`src/hw/rtl/shc_pkg.sv`:
```
// ----------------------------------------------------------------------------
// shc_pkg - syntax highlight classifier package
// Class and quote codes, register indexes, row state and the per-character
// classification function.
// ----------------------------------------------------------------------------
package shc_pkg;

  typedef enum logic [1:0] {
    ClsNormal  = 2'd0,
    ClsComment = 2'd1,
    ClsString  = 2'd2,
    ClsNumber  = 2'd3
  } hl_class_e;

  typedef enum logic [1:0] {
    QuoteNone   = 2'd0,
    QuoteDouble = 2'd1,
    QuoteSingle = 2'd2
  } quote_e;

  localparam int unsigned CfgIdxW = 3;
  localparam logic [CfgIdxW-1:0] CfgSyntaxActive  = 3'd0;
  localparam logic [CfgIdxW-1:0] CfgStringsEnable = 3'd1;
  localparam logic [CfgIdxW-1:0] CfgNumbersEnable = 3'd2;
  localparam logic [CfgIdxW-1:0] CfgCommentLen    = 3'd3;
  localparam logic [CfgIdxW-1:0] CfgCommentFirst  = 3'd4;
  localparam logic [CfgIdxW-1:0] CfgCommentSecond = 3'd5;

  localparam logic [1:0] CommentLenMax = 2'd2;

  localparam logic [7:0] ChBackslash = 8'h5C;
  localparam logic [7:0] ChDquote    = 8'h22;
  localparam logic [7:0] ChSquote    = 8'h27;
  localparam logic [7:0] ChDot       = 8'h2E;
  localparam logic [7:0] ChDigit0    = 8'h30;
  localparam logic [7:0] ChDigit9    = 8'h39;

  typedef struct packed {
    logic       syntax_active;
    logic       strings_enable;
    logic       numbers_enable;
    logic [1:0] comment_len;
    logic [7:0] comment_first;
    logic [7:0] comment_second;
  } cfg_t;

  typedef struct packed {
    quote_e    quote;
    logic      escape;
    logic      sep_before;
    hl_class_e prev_class;
    logic      in_comment;
  } row_state_t;

  localparam row_state_t RowStateReset = '{
    quote:      QuoteNone,
    escape:     1'b0,
    sep_before: 1'b1,
    prev_class: ClsNormal,
    in_comment: 1'b0
  };

  typedef struct packed {
    hl_class_e  cls;
    row_state_t st;
  } cls_res_t;

  typedef struct packed {
    logic [7:0] ch;
    hl_class_e  cls;
    logic       last;
  } out_word_t;

  function automatic logic is_sep(logic [7:0] c);
    logic r;
    case (c)
      8'h00, 8'h09, 8'h0A, 8'h0B, 8'h0C, 8'h0D, 8'h20,
      8'h2C, 8'h2E, 8'h28, 8'h29, 8'h2B, 8'h2D, 8'h2F, 8'h2A,
      8'h3D, 8'h7E, 8'h25, 8'h3C, 8'h3E, 8'h5B, 8'h5D, 8'h3B: r = 1'b1;
      default: r = 1'b0;
    endcase
    return r;
  endfunction

  // class one character and, with highlighting on, advance the row state
  function automatic cls_res_t classify(row_state_t st, cfg_t cfg, logic [7:0] c,
                                        logic has_next, logic [7:0] nx);
    cls_res_t r;
    logic     is_digit;
    logic     quote_close;
    r.st        = st;
    r.cls       = ClsNormal;
    is_digit    = (c >= ChDigit0) && (c <= ChDigit9);
    quote_close = ((st.quote == QuoteDouble) && (c == ChDquote)) ||
                  ((st.quote == QuoteSingle) && (c == ChSquote));
    if (cfg.syntax_active) begin
      if (st.in_comment) begin
        r.cls = ClsComment;
      end else if (st.escape) begin
        r.st.escape = 1'b0;
        r.cls       = ClsString;
      end else if ((cfg.comment_len != 2'd0) && (st.quote == QuoteNone) &&
                   (c == cfg.comment_first) &&
                   ((cfg.comment_len == 2'd1) || (has_next && (nx == cfg.comment_second))))
      begin
        r.st.in_comment = 1'b1;
        r.cls           = ClsComment;
      end else if (cfg.strings_enable && (st.quote != QuoteNone)) begin
        r.cls = ClsString;
        if ((c == ChBackslash) && has_next) begin
          r.st.escape = 1'b1;
        end else begin
          if (quote_close) r.st.quote = QuoteNone;
          r.st.sep_before = 1'b1;
        end
      end else if (cfg.strings_enable && ((c == ChDquote) || (c == ChSquote))) begin
        r.st.quote = (c == ChDquote) ? QuoteDouble : QuoteSingle;
        r.cls      = ClsString;
      end else if (cfg.numbers_enable &&
                   ((is_digit && (st.sep_before || (st.prev_class == ClsNumber))) ||
                    ((c == ChDot) && (st.prev_class == ClsNumber)))) begin
        r.cls           = ClsNumber;
        r.st.sep_before = 1'b0;
      end else begin
        r.cls           = ClsNormal;
        r.st.sep_before = is_sep(c);
      end
      r.st.prev_class = r.cls;
    end
    return r;
  endfunction

endpackage

```
`src/hw/rtl/syntax_highlight_classifier.sv`:
```
// ----------------------------------------------------------------------------
// syntax_highlight_classifier - per-character highlight classes for a row
// Holds one character of lookahead and classes it when the next arrives.
// ----------------------------------------------------------------------------
// Usage:
//   Input channel (in_valid_i / in_ready_o) takes one character word per
//   cycle while in_ready_o is high, with row_end_i on the last character
//   of a row. Output channel (out_valid_o / out_ready_i) gives each
//   character back with its class. A character is classed when the
//   following one is accepted, so results lag by one character; the
//   row-end word flushes the held character, if any, and itself. Results
//   pass through a three-word queue. Throughput: one character per cycle
//   inside a row while the receiver keeps up; a row end that flushes a
//   held character puts two words into the queue, which the single output
//   port drains one at a time. A stalled receiver fills the queue;
//   in_ready_o drops while more than one word waits. Reset empties the
//   queue, clears the row state and loads the register defaults.
//   Configuration writes (cfg_we_i) take effect on the next edge; the user
//   must make them only while the block is idle; it is not enforced.
// ----------------------------------------------------------------------------
module syntax_highlight_classifier (
  input  logic                        clk_i,
  input  logic                        rst_ni,
  input  logic                        cfg_we_i,
  input  logic [shc_pkg::CfgIdxW-1:0] cfg_idx_i,
  input  logic [7:0]                  cfg_data_i,
  input  logic                        in_valid_i,
  output logic                        in_ready_o,
  input  logic [7:0]                  ch_i,
  input  logic                        row_end_i,
  output logic                        out_valid_o,
  input  logic                        out_ready_i,
  output logic [7:0]                  out_char_o,
  output logic [1:0]                  hl_class_o,
  output logic                        last_of_row_o
);
  import shc_pkg::*;

  localparam int unsigned QDepth = 3;
  localparam int unsigned PtrW   = $clog2(QDepth);
  localparam int unsigned CntW   = $clog2(QDepth + 1);

  function automatic logic [PtrW-1:0] ptr_inc(logic [PtrW-1:0] p);
    return (p == PtrW'(QDepth - 1)) ? '0 : PtrW'(p + 1'b1);
  endfunction

  cfg_t       cfg_q, cfg_d;
  row_state_t st_q, st_d;
  logic [7:0] held_char_q, held_char_d;
  logic       held_valid_q, held_valid_d;

  out_word_t           fifo_q [QDepth];
  logic [PtrW-1:0]     wr_q, wr_d, rd_q, rd_d;
  logic [CntW-1:0]     count_q, count_d;

  logic      in_acc, pop, push_a, push_b;
  cls_res_t  res_a, res_b;
  row_state_t st_mid;
  out_word_t word_a, word_b;
  logic [1:0] cfg_len_w;

  // configuration
  assign cfg_len_w = (cfg_data_i[1:0] > CommentLenMax) ? CommentLenMax : cfg_data_i[1:0];

  always_comb begin
    cfg_d = cfg_q;
    if (cfg_we_i) begin
      unique case (cfg_idx_i)
        CfgSyntaxActive:  cfg_d.syntax_active  = cfg_data_i[0];
        CfgStringsEnable: cfg_d.strings_enable = cfg_data_i[0];
        CfgNumbersEnable: cfg_d.numbers_enable = cfg_data_i[0];
        CfgCommentLen:    cfg_d.comment_len    = cfg_len_w;
        CfgCommentFirst:  cfg_d.comment_first  = cfg_data_i;
        CfgCommentSecond: cfg_d.comment_second = cfg_data_i;
        default:          cfg_d = cfg_q;
      endcase
    end
  end

  // classification of held char (with lookahead) then row-end char
  assign in_acc = in_valid_i && in_ready_o;
  assign push_a = in_acc && held_valid_q;
  assign push_b = in_acc && row_end_i;

  always_comb begin
    res_a  = classify(st_q, cfg_q, held_char_q, 1'b1, ch_i);
    st_mid = held_valid_q ? res_a.st : st_q;
    res_b  = classify(st_mid, cfg_q, ch_i, 1'b0, 8'h00);
    word_a = '{ch: held_char_q, cls: res_a.cls, last: 1'b0};
    word_b = '{ch: ch_i, cls: res_b.cls, last: 1'b1};
  end

  always_comb begin
    st_d         = st_q;
    held_char_d  = held_char_q;
    held_valid_d = held_valid_q;
    if (in_acc) begin
      if (row_end_i) begin
        st_d         = RowStateReset;
        held_char_d  = '0;
        held_valid_d = 1'b0;
      end else begin
        st_d         = st_mid;
        held_char_d  = ch_i;
        held_valid_d = 1'b1;
      end
    end
  end

  // result queue
  assign pop         = out_valid_o && out_ready_i;
  assign in_ready_o  = (count_q <= CntW'(QDepth - 2));
  assign out_valid_o = (count_q != '0);
  assign out_char_o    = fifo_q[rd_q].ch;
  assign hl_class_o    = fifo_q[rd_q].cls;
  assign last_of_row_o = fifo_q[rd_q].last;

  always_comb begin
    wr_d = wr_q;
    if (push_a) wr_d = ptr_inc(wr_d);
    if (push_b) wr_d = ptr_inc(wr_d);
    rd_d    = pop ? ptr_inc(rd_q) : rd_q;
    count_d = CntW'(count_q + CntW'(push_a) + CntW'(push_b) - CntW'(pop));
  end

  always_ff @(posedge clk_i) begin
    if (push_a) fifo_q[wr_q] <= word_a;
    if (push_b) fifo_q[push_a ? ptr_inc(wr_q) : wr_q] <= word_b;
  end

  always_ff @(posedge clk_i or negedge rst_ni) begin
    if (!rst_ni) begin
      cfg_q        <= '{syntax_active: 1'b0, strings_enable: 1'b1, numbers_enable: 1'b1,
                        comment_len: 2'd2, comment_first: 8'd47, comment_second: 8'd47};
      st_q         <= RowStateReset;
      held_char_q  <= '0;
      held_valid_q <= 1'b0;
      wr_q         <= '0;
      rd_q         <= '0;
      count_q      <= '0;
    end else begin
      cfg_q        <= cfg_d;
      st_q         <= st_d;
      held_char_q  <= held_char_d;
      held_valid_q <= held_valid_d;
      wr_q         <= wr_d;
      rd_q         <= rd_d;
      count_q      <= count_d;
    end
  end

  // a row end always leaves a clean row behind
  a_row_end_clears: assert property (@(posedge clk_i) disable iff (!rst_ni)
    (in_acc && row_end_i) |=> (!held_valid_q && (st_q == RowStateReset)))
    else $error("row state not cleared after row end");

  // with highlighting off the row state does not move
  a_inactive_holds: assert property (@(posedge clk_i) disable iff (!rst_ni)
    (in_acc && !row_end_i && !cfg_q.syntax_active && !cfg_we_i) |=> $stable(st_q))
    else $error("row state advanced while highlighting is off");

  // queue never overflows
  a_queue_bound: assert property (@(posedge clk_i) disable iff (!rst_ni)
    (count_q <= CntW'(QDepth)))
    else $error("result queue overflow");

endmodule

```
`config.mk`:
```
export PLATFORM = sky130hd
export DESIGN_NAME = syntax_highlight_classifier
export DESIGN_NICKNAME = d
export VERILOG_FILES = /design/src/hw/rtl/shc_pkg.sv /design/src/hw/rtl/syntax_highlight_classifier.sv
export SDC_FILE = /design/constraint.sdc
export NUM_CORES = 1
export LEC_CHECK = 0
export BUFFER_PORTS_ARGS = -buffer_cell sky130_fd_sc_hd__buf_2
export CELL_PAD_IN_SITES_DETAIL_PLACEMENT = 1
export CELL_PAD_IN_SITES_GLOBAL_PLACEMENT = 1
export CORE_UTILIZATION = 43
export CTS_CLUSTER_DIAMETER = 60
export DETAILED_ROUTE_END_ITERATION = 16
export PLACE_DENSITY_LB_ADDON = 0.3
export SLEW_MARGIN = 20
export SYNTH_ARGS = -nofsm -noshare
export SYNTH_HDL_FRONTEND = slang
export SYNTH_SLANG_ARGS = --single-unit
```
`constraint.sdc`:
```
create_clock -name clk_i -period 2.7 [get_ports clk_i]
set_input_delay 0.54 -clock clk_i [delete_from_list [all_inputs] [get_ports clk_i]]
set_output_delay 0.54 -clock clk_i [all_outputs]
set_load 0.02 [all_outputs]
```
Yosys cells after proc, flatten, opt, wreduce, memory -nomap -nowiden:

Memory sizes are Yosys's and may differ from the RTL's.
Cells that the tools add are included.

* equal/unequal tests: 67
* reduce and logical (&&, ||, !) cells: 52
* order comparisons: 6
* multiplexer cells: 62
* add/sub/neg operators: 6

Operators by type and width (number)
* 8-bit by 6-bit equality test with 1-bit output (second input constant): 32
* 8-bit by 4-bit equality test with 1-bit output (second input constant): 10
* 8-bit by 7-bit equality test with 1-bit output (second input constant): 7
* 2-bit 2-to-1 mux: 26
* 23-bit OR reduction: 2
* 1-bit logical AND: 26
* 1-bit 2-to-1 mux: 26
* 8-bit equality test: 3
* 4-bit 2-to-1 mux: 5
* 9-bit 2-to-1 mux: 2
* 8-bit by 6-bit greater-or-equal comparator with 1-bit output (second input constant): 2
* 8-bit by 6-bit less-or-equal comparator with 1-bit output (second input constant): 2
* 8-bit logical NOT: 2
* 2-bit equality test (second input constant): 7
* 7-bit 2-to-1 mux: 2
* 2-bit AND reduction: 6
* 1-bit logical OR: 9
* 8-bit 2-to-1 mux: 1
* 2-bit nonzero test: 4
* 2-bit by 1-bit adder with 2-bit output (second input constant): 3
* 2-bit by 1-bit equality test with 1-bit output (second input constant): 3
* 3-bit by 2-bit equality test with 1-bit output (second input constant): 2
* 3-bit equality test (second input constant): 2
* 2-bit by 1-bit adder with 2-bit output: 2
* other kinds (6): 7

* register bits: 43
* memories: 1
* output and inout bits: 13
* memory bits (writable): 33

Memories
* fifo_q: words 3, width 11, read ports 1, clocked after Yosys merged registers in 0, write ports 2, RTL line syntax_highlight_classifier.sv:52 `out_word_t fifo_q [QDepth];`

Depth between registers and ports, before layout:

* depth in word-level cells: 25
* gate-level depth with buffers: 11

Worst setup path before layout:

OpenSTA, ideal clock, no wires.

* kind: input-to-reg
* from: in ch_i[2]
* to: mem fifo_q[0][1] in the netlist's numbering, data pin
* stages on the path: 11
* setup slack: -0.134 ns
* arrival time: 2.577 ns
* path buffers: 2
* setup time: 0.257 ns
* cells stage by stage: clkbuf_1 -> xor2_1 -> nor4_1 -> a21oi_1 -> or3_4 -> buf_6 -> a31oi_2 -> o32ai_1 -> a31oi_1 -> o21ai_1 -> a32o_1

RTL lines
* from (decl): RTL line syntax_highlight_classifier.sv:29 `input logic [7:0] ch_i,`
* to (decl): RTL line syntax_highlight_classifier.sv:52

==> flow_metrics.py <==
metrics = {
    "hold_path": {
        "hp-class": "input port to async pin",
    },
    "timing": {
        "maxSlewViolCount": 0,
        "setup_viol": 6,
        "tightest_slew_ns": 0.951,
        "fin_crit_ns": 2.84,
        "timing.final.ws_setup_ns": -0.137,
        "hold_viol_final": 0,
        "max_freq_mhz": 352,
        "rsz0062_at_grt": "true",
        "fin_crit_sh_pct": 105,
        "relSlewSlack_pct": 36.1,
        "fin_skew_ns": 0.0108,
    },
    "logic_synthesis": {
        "synthArstFlopShare_pct": 56.6,
        "synth_cell_types": 63,
        "synthCells": 429,
        "synthFlopType": "edfxtp_1",
        "yosysMostFrequentCell": "nand2_1",
        "synth_xor_area_share_pct": 5.82,
        "synth.area.top_cells": "edfxtp_1 (21%), dfrtp_1 (17%), dfstp_2 (8.4%)",
        "netlist_area_um2": 4360,
        "yosys_warnings": 0,
        "synthTopCellsByCount": "nand2_1 (58), edfxtp_1 (30), dfrtp_1 (29)",
        "synth_compound_area_share_pct": 16.2,
        "synthAdderAreaFrac_pct": 0.746,
        "synthSimpleGateAreaFrac_pct": 18.4,
        "seq_area_frac_synth_pct": 47.1,
        "synth_top_family_by_area": "simple AND/OR/NAND/NOR gates",
        "avgSynthCellArea_um2": 10.2,
        "synth_nets": 456,
        "synth_seq_cells": 76,
        "yosysTopAreaCellShare_pct": 20.7,
        "yosys.area.top_type": "edfxtp_1",
        "synth_edf_count": 30,
        "synth_mux_area_share_pct": 7.92,
    },
    "floorplanning": {
        "initial_utilization_pct": 44.4,
        "pin_count": 38,
        "die-area_um2": 10500,
        "rows": 36,
        "fp.dieH_um": 103,
        "die_x_um": 103,
        "core_um2": 9820,
    },
    "layout": {
        "fillers": 1134,
        "antenna_cells": 0,
        "utilization_pct": 54.5,
        "final_nets": 535,
        "drive_gt1_share_pct": 32.9,
        "syn_to_final_growth_pct": 22.7,
    },
    "cts": {
        "clock-root-buffer": "clkbuf_8",
        "clk_pin_slew_ns": 0.08,
        "cts_tree": "done",
        "insertion_delay_ns": 0.37,
        "clock_sinks": 76,
        "cts_max_level": 3,
        "cts_buffers": 9,
        "cts_buffer_depth": 2,
    },
    "critical_path": {
        "path_class": "flip-flop to flip-flop",
        "crit_family": "simple AND/OR/NAND/NOR gates",
        "slowest_stage": "dfstp_2",
        "crit_required_ns": 2.91,
        "end_kind": "flip-flop",
        "critical-path-max-stage-delay_ns": 0.56,
        "reg2reg_from": "cfg_q[9]",
        "crit_arrival_ns": 3.05,
        "r2r_slack_ns": -0.14,
        "reg2regPathDepth": 10,
        "cp-start-kind": "flip-flop",
        "r2r-end": "fifo_q[0][2]",
        "crit_buf_inv": 1,
        "crit_fanout": 4,
        "crit_chain": "xnor2_2, nand4_1, or4_4, or3_4, buf_6, a31o_1, o32a_1, a31oi_1, o211ai_2, o22ai_1",
    },
    "power_and_ir_drop": {
        "p_clk_share_pct": 17.8,
        "swShare_pct": 40.0,
        "p_total_mw": 4.79,
        "p_sw_mw": 1.91,
        "pwr-share-comb_pct": 43.2,
        "ir_drop_uv": 398,
        "p_leak_nw": 2.24,
        "pwr-share-seq_pct": 39.0,
        "internal_power_mw": 2.87,
        "p_per_area_nw_per_um2": 895,
    },
    "detailed_routing": {
        "drc_errors": 0,
        "dr.pass1.iters": 4,
        "wl_um": 12500,
        "avgRoutedWirePerCell_um": 19.3,
        "route.vias.total": 3660,
        "first_iter_violations": 157,
        "via_per_inst": 5.67,
        "ant_nets": 0,
    },
    "place": {
        "dp_hpwl_um": 9240,
        "numPortBuffers": 37,
        "gp_congestion": 0.878,
    },
    "global_routing": {
        "grt_pass1_vias": 3786,
        "antenna_found_initial": 0,
        "grt-ovfl-total": 0,
        "track_usage_pct": 25.0,
        "grt_max_degree": 31,
        "grt_pass1_wl_um": 19300,
    },
    "run_status": {
        "status": "finished, violations left",
        "violations": "negative setup slack",
    },
    "job": {
        "drv_cap": 0,
    },
}
[per-layer routing]
| layer | part of all wire, % | track usage, % |
|---|---|---|
| met5 | 0 | 0 |
| met4 | 1.6 | 9.89 |
| met3 | 3.3 | 5.08 |
| met2 | 49 | 41.7 |
| met1 | 46 | 31.8 |
[power by group through the flow]
stage	Sequential [mW]	Clock, mW	Combinational, mW
2_1_floorplan	1.70	0	1.37
3_3_place_gp	1.85	0	1.87
3_5_place_dp	1.88	0	1.94
4_1_cts	1.86	0.866	2.04
5_1_grt	1.91	0.895	2.27
6_report	1.87	0.850	2.07
[sequential cells by signal, summed over array words and instances, names as in the netlist]
register and count:
cfg_q 21, st_q 7, held_char_q 8, wr_q 2, rd_q 2, count_q 2, fifo_q 33, held_valid_q 1
[cell usage in the layout (no fill, tap or decap), types with 11 or more instances in the layout]
| master | n |
|---|---|
| buf_2 | 37 |
| buf_4 | 61 |
| a22o_1 | 25 |
| nand2_1 | 57 |
| mux2i_1 | 12 |
| nand3_1 | 11 |
| nor2_1 | 16 |
| edfxtp_1 | 30 |
| dfrtp_1 | 27 |
| dfstp_2 | 14 |
| mux2_2 | 20 |
| o21ai_0 | 25 |
| xnor2_1 | 12 |
| xor2_1 | 15 |
[cell families after synthesis]
group	Yosys count
fa+ha+maj	2
flops	76
buf+inv	41
mux	32
xor+xnor	29
compound gates	99
simple gates	150
[how the worst max path moves through the flow]
stage / start / endpoint / slack, ns / depth (start not counted)
floorplan: st_q[6] / fifo_q[0][1] / 0.004 / 9
global placement: ch_i[5] / fifo_q[0][2] / -0.17 / 11
detailed placement: ch_i[5] / fifo_q[0][2] / -0.22 / 11
CTS: cfg_q[9] / fifo_q[0][2] / -0.09 / 10
global route: held_char_q[4] / fifo_q[0][2] / -0.27 / 10
finish: cfg_q[9] / fifo_q[0][2] / -0.14 / 10
[area by class of cell]
cell class,instances,area (um^2),share of cell area (%)
clock buffer,10,128,2.39
clock inverter,6,55.1,1.03
inverter,10,37.5,0.702
multi-input combinational,312,2250,42.1
sequential,76,2060,38.4
tap,133,166,3.11
timing repair buffer,99,654,12.2
[stage by stage]
step / hold slack, ns / setup TNS (ns) / setup WS [ns] / cells / area [um^2]
CTS: 0.0825 / -0.473 / -0.0891 / 645 / 5300
floorplan: 0.244 / 0 / 0.00369 / 429 / 4370
global route: 0.0956 / -1.39 / -0.274 / 646 / 5350
detailed placement: 0.441 / -1.18 / -0.222 / 624 / 5000
finish: 0.0841 / -0.649 / -0.137 / 646 / 5350
global placement: 0.434 / -0.918 / -0.174 / 624 / 5000
[what timing repair did]
action,in CTS,in global routing
gates resized for setup,17,8
hold buffers,0,0
hold endpoints to repair,0,0
endpoints found under the setup margin,6,6
setup buffers,5,1
pin swaps,11,4
No activity file was read; power rests on OpenSTA's default activity.
